## src/hdl/ts_pkg.sv

```systemverilog
// Package for the triangular solver: sizes, sequencer states, helpers.
// No dependencies.
package ts_pkg;
    localparam int MAX_DIM_DEF     = 16;
    localparam int VALUE_WIDTH_DEF = 32;
    localparam int FRAC_BITS       = 16;
    localparam int ACC_W           = 64;

    localparam logic CFG_DIMENSION = 1'b0;
    localparam logic CFG_UPPER     = 1'b1;

    typedef enum logic [3:0] {
        ST_LOAD,
        ST_ELEM,
        ST_RD,
        ST_MUL,
        ST_ACC,
        ST_NUM,
        ST_DIV,
        ST_SAT,
        ST_OUT
    } state_t;

    typedef struct packed {
        logic start;
        logic busy;
    } div_ctl_t;
endpackage

```

## src/hdl/ts_div.sv

```systemverilog
// Restoring divider, one quotient bit a cycle: 64-bit magnitude over 32-bit magnitude.
// Depends on ts_pkg.
module ts_div (
    input  logic              aclk,
    input  logic              aresetn,
    input  logic              start,
    input  logic [63:0]       num_mag,
    input  logic [31:0]       den_mag,
    output ts_pkg::div_ctl_t  ctl,
    output logic [63:0]       quo
);
    logic [63:0] quo_reg, quo_next;
    logic [32:0] rem_reg, rem_next;
    logic [31:0] den_reg;
    logic [6:0]  cnt_reg, cnt_next;
    logic [32:0] trial;
    logic [33:0] diff;

    always_comb begin
        trial    = {rem_reg[31:0], quo_reg[63]};
        diff     = {1'b0, trial} - {2'b00, den_reg};
        quo_next = {quo_reg[62:0], 1'b0};
        rem_next = trial;
        cnt_next = cnt_reg;
        if (start) begin
            quo_next = num_mag;
            rem_next = '0;
            cnt_next = 7'd64;
        end else if (cnt_reg != 7'd0) begin
            cnt_next = cnt_reg - 7'd1;
            if (!diff[33]) begin
                rem_next    = diff[32:0];
                quo_next[0] = 1'b1;
            end
        end else begin
            quo_next = quo_reg;
            rem_next = rem_reg;
        end
    end

    always_ff @(posedge aclk) begin
        if (!aresetn) begin
            cnt_reg <= '0;
        end else begin
            cnt_reg <= cnt_next;
        end
        quo_reg <= quo_next;
        rem_reg <= rem_next;
        if (start) begin
            den_reg <= den_mag;
        end
    end

    assign ctl.start = start;
    assign ctl.busy  = (cnt_reg != 7'd0);
    assign quo       = quo_reg;

    ap_no_restart: assert property (@(posedge aclk) disable iff (!aresetn)
        ctl.busy |-> !start) else $error("divider restarted while busy");
    ap_load: assert property (@(posedge aclk) disable iff (!aresetn)
        start |=> cnt_reg == 7'd64) else $error("divider count not loaded");
    ap_done: assert property (@(posedge aclk) disable iff (!aresetn)
        (cnt_reg == 7'd1) |=> !ctl.busy) else $error("divider did not finish");
endmodule

```

## config.mk

```make
export PLATFORM = sky130hd
export DESIGN_NAME = ts_div
export DESIGN_NICKNAME = d
export VERILOG_FILES = /design/src/hdl/ts_pkg.sv /design/src/hdl/ts_div.sv
export SDC_FILE = /design/constraint.sdc
export NUM_CORES = 1
export LEC_CHECK = 0
export BUFFER_PORTS_ARGS = -buffer_cell sky130_fd_sc_hd__buf_2
export CORE_AREA = 4 4 108 136
export DETAILED_ROUTE_END_ITERATION = 10
export DIE_AREA = 0 0 112 140
export PLACE_DENSITY = 0.76
export SLEW_MARGIN = 20
export SYNTH_ARGS = -nofsm -noshare
export SYNTH_HDL_FRONTEND = slang
export SYNTH_SLANG_ARGS = --single-unit
```

## constraint.sdc

```tcl
create_clock -name aclk -period 3.83 [get_ports aclk]
set_clock_uncertainty 0.05 [all_clocks]
set_input_delay 0 -clock aclk [delete_from_list [all_inputs] [get_ports aclk]]
set_output_delay 0 -clock aclk [all_outputs]
set_load 0.02 [all_outputs]
```

# ---- After elaboration in Yosys (flattened, before gate mapping)
# Cells that the tools add are included.
# Widths: inputs -> output; s select.
dict set report totals {
  in_bits 99
  register_bits 135
}
dict set report classes {
  mux 7
  add_sub_neg 2
  bitwise_logic 1
  reduce_logical 3
}
# cell count
set op_table {}
lappend op_table {{$mux 64} 1}
lappend op_table {{$mux 63} 1}
lappend op_table {{$sub 33x32->34} 1}
lappend op_table {{$mux 32} 1}
lappend op_table {{$mux 7} 2}
lappend op_table {{$reduce_bool 7->1} 1}
lappend op_table {{$sub 7x1->7 const B} 1}
lappend op_table {{$mux 1} 2}
lappend op_table {{$reduce_bool 2->1} 1}
lappend op_table {{$reduce_or 2->1} 1}
lappend op_table {{$not 1->1} 1}

# ---- Longest topological paths before layout
dict set report logic_depth {
  ltp_word 4
  mapped_depth 13
  mapped_depth_nobuf 12
}

# ---- Least setup slack after synthesis
# OpenSTA, ideal clock, no wires.
dict set report synth_timing {
  kind {register to register}
  from {register cnt_reg[0]}
  to {register quo_reg[0] (netlist: quo[0]) (enable)}
  path_slack_ns 0.621
  stages_incl_launch_ff 7
  path_buffers 1
  t_required_ns 3.092
  period_less_slack_ns 3.209
  arrival_time_ns 2.471
  cell_sequence {dfxtp_1 inv_1 ha_1 nand3b_1 nor2_1 clkbuf_1 nand2_1}
}
dict set report synth_via {
  elab_chain_len 2
}
# item line
set synth_lines {}
lappend synth_lines {{from (decl)} ts_div.sv:15} ;# logic [6:0] cnt_reg, cnt_next;
lappend synth_lines {{from (signal assigned)} ts_div.sv:45} ;# cnt_reg <= cnt_next;
lappend synth_lines {{$reduce_bool 7->1} ts_div.sv:29} ;# end else if (cnt_reg != 7'd0) begin
lappend synth_lines {{$reduce_bool 2->1 (no source line)} n/a}
lappend synth_lines {{to (signal assigned)} ts_div.sv:47} ;# quo_reg <= quo_next;
lappend synth_lines {{to (decl)} ts_div.sv:12} ;# logic [63:0] quo_reg, quo_next;
# No other way between the ends.
# A chain may end at the register's enable or synchronous reset.

# ---- Final worst setup path
dict set report layout_timing {
  from {register den_reg[8]}
  to {register rem_reg[21]}
}
dict set report layout_via {
  elab_chain_len 2
}
# item line
set layout_lines {}
lappend layout_lines {{from (decl)} ts_div.sv:14} ;# logic [31:0] den_reg;
lappend layout_lines {{from (signal assigned)} ts_div.sv:50} ;# den_reg <= den_mag;
lappend layout_lines {{$sub 33x32->34} ts_div.sv:21} ;# diff = {1'b0, trial} - {2'b00, den_reg};
lappend layout_lines {{$mux 32} ts_div.sv:31} ;# if (!diff[33]) begin
lappend layout_lines {{to (signal assigned)} ts_div.sv:48} ;# rem_reg <= rem_next;
lappend layout_lines {{to (decl)} ts_div.sv:13} ;# logic [32:0] rem_reg, rem_next;
# No other way between the ends.

==> impl_metrics.yaml <==
run_status:
  status: "finished, final reports clean"
worst_setup_path:
  ff2ff_path_depth: 10
  r2r_start: "den_reg[8]"
  cp_data_required_time_ns: 4.09
  crit_path_end_kind: "flop"
  crit_fanout: 16
  crit_start: "den_reg[8]"
  cp-start-kind: "flop"
  endpoint: "rem_reg[21]"
  worstSetupPathType: "reg2reg"
  r2r_setup_slack_ns: 0.76
  critPathArrivalTime_ns: 3.33
  rr_endpoint: "rem_reg[21]"
routing:
  vias_per_cell: 5.72
  dr.first_iter.drc_count: 447
  ant_nets: 0
  wl_mm: 20.1
  avgRoutedWirePerCell_um: 18.5
  first_pass_iters: 5
  drc: 0
  num_vias: 6218
finish:
  nFillCells: 922
  drive_gt1_share_pct: 30.7
  finalInstanceArea_mm2: 0.00976
  syn2layout_area_growth_pct: 34.3
  layout.nets: 1031
  largest_register_ffs: 64
clock_tree:
  clk_latency_ns: 0.43
  post_cts_buffers: 0
  cts_tree: "built"
  clock_path_buffers: 2
  cts_sinks: 135
  cts_buffers: 17
  clk_transition_reported_paths_ns: 0.06
  htreeDepth: 4
  cts_root_buffer: "clkbuf_16"
synth:
  synthArstFlopShare_pct: 0
  synth-main-ff-cell: "edfxtp_1"
  synth_nets: 776
  synth.area.top_cells: "edfxtp_1 40%, dfxtp_1 11%, mux2_2 9.8%"
  synthMuxAreaShare_pct: 10.0
  synth_top_area_cell: "edfxtp_1"
  synthXorXnorAreaFrac_pct: 3.25
  synth_top_family_by_area: "compound AO/OA/AOI/OAI gates"
  ys_top_cells_by_count: "96 x edfxtp_1, 63 x mux2_2, 46 x nor2_1"
  netlist_area_mm2: 0.00727
  synth-simple-area-share_pct: 9.81
  synth.avg_cell_area_um2: 11.3
  yosysMostFrequentCell: "edfxtp_1"
  synth_cells: 643
  yosysUniqueCellTypes: 59
  synth_top_area_share_pct: 39.7
  synth_edf_count: 96
  ys_seq_area_share_pct: 50.4
  synth-seq-cells: 135
  synth_fa_ha_area_share_pct: 5.96
  synth_compound_area_share_pct: 16.2
  ys_warn_count: 0
run:
  max-cap-violations: 0
timing:
  worst_pin_slew_ns: 0.892
  setup_viol: 0
  fmax_ghz: 0.326
  slew_violations: 0
  hold_violations: 0
  max_slew_margin_pct: 40.5
  setup_tns_ns: 0
  rsz0062_at_grt: "false"
  finalCriticalPeriod_ns: 3.07
  fin_hold_ws_ns: 0.192
  timing.final.crit_share_pct: 80.2
power_and_ir_drop:
  leakagePower_nw: 4.30
  powerDensity_mw_per_mm2: 753
  peakVddDrop_mv: 0.408
global_routing:
  grt_pass1_vias: 6618
  grt_usage_pct: 25.9
  antenna_found_initial: 1
  grt_max_degree: 74
  globalRoute.totalOverflow: 0
  grt_first_pass_wirelength_mm: 32.7
floorplanning:
  fp.dieH_um: 140
  fp.dieArea_mm2: 0.0157
  row_count: 48
  die_width_um: 112
  fp.coreArea_mm2: 0.0135
  ios: 165
  start_util_pct: 53.8
hold_path:
  hold_class: "in2reg"
placed_design:
  hpwlAfterDp_mm: 12.5
  place_congestion: 0.943
  placedInstanceArea_mm2: 0.00821
  io_buffers: 164
-- power breakdown --
group          total, mW  switching (mW)  internal [mW]
sequential          2.44           0.322           2.12
clock               1.63           0.666          0.962
combinational       3.28            1.97           1.31
total               7.35            2.96           4.40
-- cell type report --
| cell class | count | area (µm²) | share of cell area [%] |
|---|---|---|---|
| Timing Repair Buffer | 268 | 1860 | 19.1 |
| Clock buffer | 18 | 429 | 4.40 |
| Clock inverter | 14 | 148 | 1.51 |
| Inverter | 40 | 150 | 1.54 |
| Antenna cell | 1 | 2.50 | 0.0256 |
| Multi-Input combinational cell | 436 | 3290 | 33.7 |
| Sequential cell | 135 | 3660 | 37.5 |
| Tap cell | 175 | 219 | 2.24 |
-- per-stage QoR --
step                      power, mW  worst slack [ns]  utilization [%]  cells
final                          7.35             0.759             72.2   1087
after global routing           7.80             0.565             72.2   1087
after floorplan                4.77             0.621                -    643
after detailed placement       5.56             0.827             60.8    957
after CTS                      7.28             0.781             72.2   1086
after global placement         5.49             0.894             60.8    957
-- cell families (layout without fill, tap and decap cells) --
family | count (synthesis) | in the layout
compound gates | 160 | 160
simple gates | 150 | 150
flops | 135 | 135
buf+inv | 72 | 340
mux | 65 | 65
fa+ha+maj | 34 | 34
xor+xnor | 27 | 27
other cells | 0 | 1
-- layout by cell type, fill, tap and decap left out, types with 10 or more instances in the layout --
cell type / n
buf_2: 163
nand2_1: 39
o21ai_0: 20
mux2_2: 63
xnor2_1: 17
clkbuf_16: 17
nor3_1: 17
a21o_1: 21
nor2_1: 46
a211oi_1: 14
ha_1: 33
edfxtp_1: 96
inv_1: 39
dfxtp_1: 39
dlygate4sd3_1: 97
xor2_1: 10
a21oi_1: 36
-- routing by layer --
metal | GRT usage (%) | wire [µm] | vias to the layer above
met2 | 47.6 | 10600 | 268
li1 | - | - | 2921
met5 | 0 | 0 | -
met3 | 6.78 | 1450 | 56
met4 | 10.1 | 601 | 0
met1 | 28.4 | 7410 | 2973
-- worst max-delay path, cell delays in order (launching register included) --
cell	delay (ns)
edfxtp_1	0.32
inv_1	0.04
ha_1	0.39
and4_1	0.26
nand2_1	0.06
a21o_2	0.23
a21oi_4	0.21
o311a_4	0.23
o32a_1	0.62
o21ai_1	0.20
a311oi_1	0.36
-- repair_timing --
action,in CTS,in global routing
hold buffers,97,0
hold endpoints to repair,103,0
gates resized for setup,0,0
-- worst min path at each step --
| stage | from | to | slack (ns) | cells after the start |
|---|---|---|---|---|
| 6_report | start | den_reg[27] | 0.19 | 2 |
| 5_1_grt | start | rem_reg[22] | 0.21 | 3 |
| 4_1_cts | start | rem_reg[12] | 0.18 | 3 |
| 3_5_place_dp | den_mag[17] | den_reg[17] | 0.13 | 1 |
| 3_3_place_gp | den_mag[28] | den_reg[28] | 0.13 | 1 |
| 2_1_floorplan | den_mag[0] | den_reg[0] | 0.05 | 0 |
Note: power is estimated with default switching activity, not from simulation.
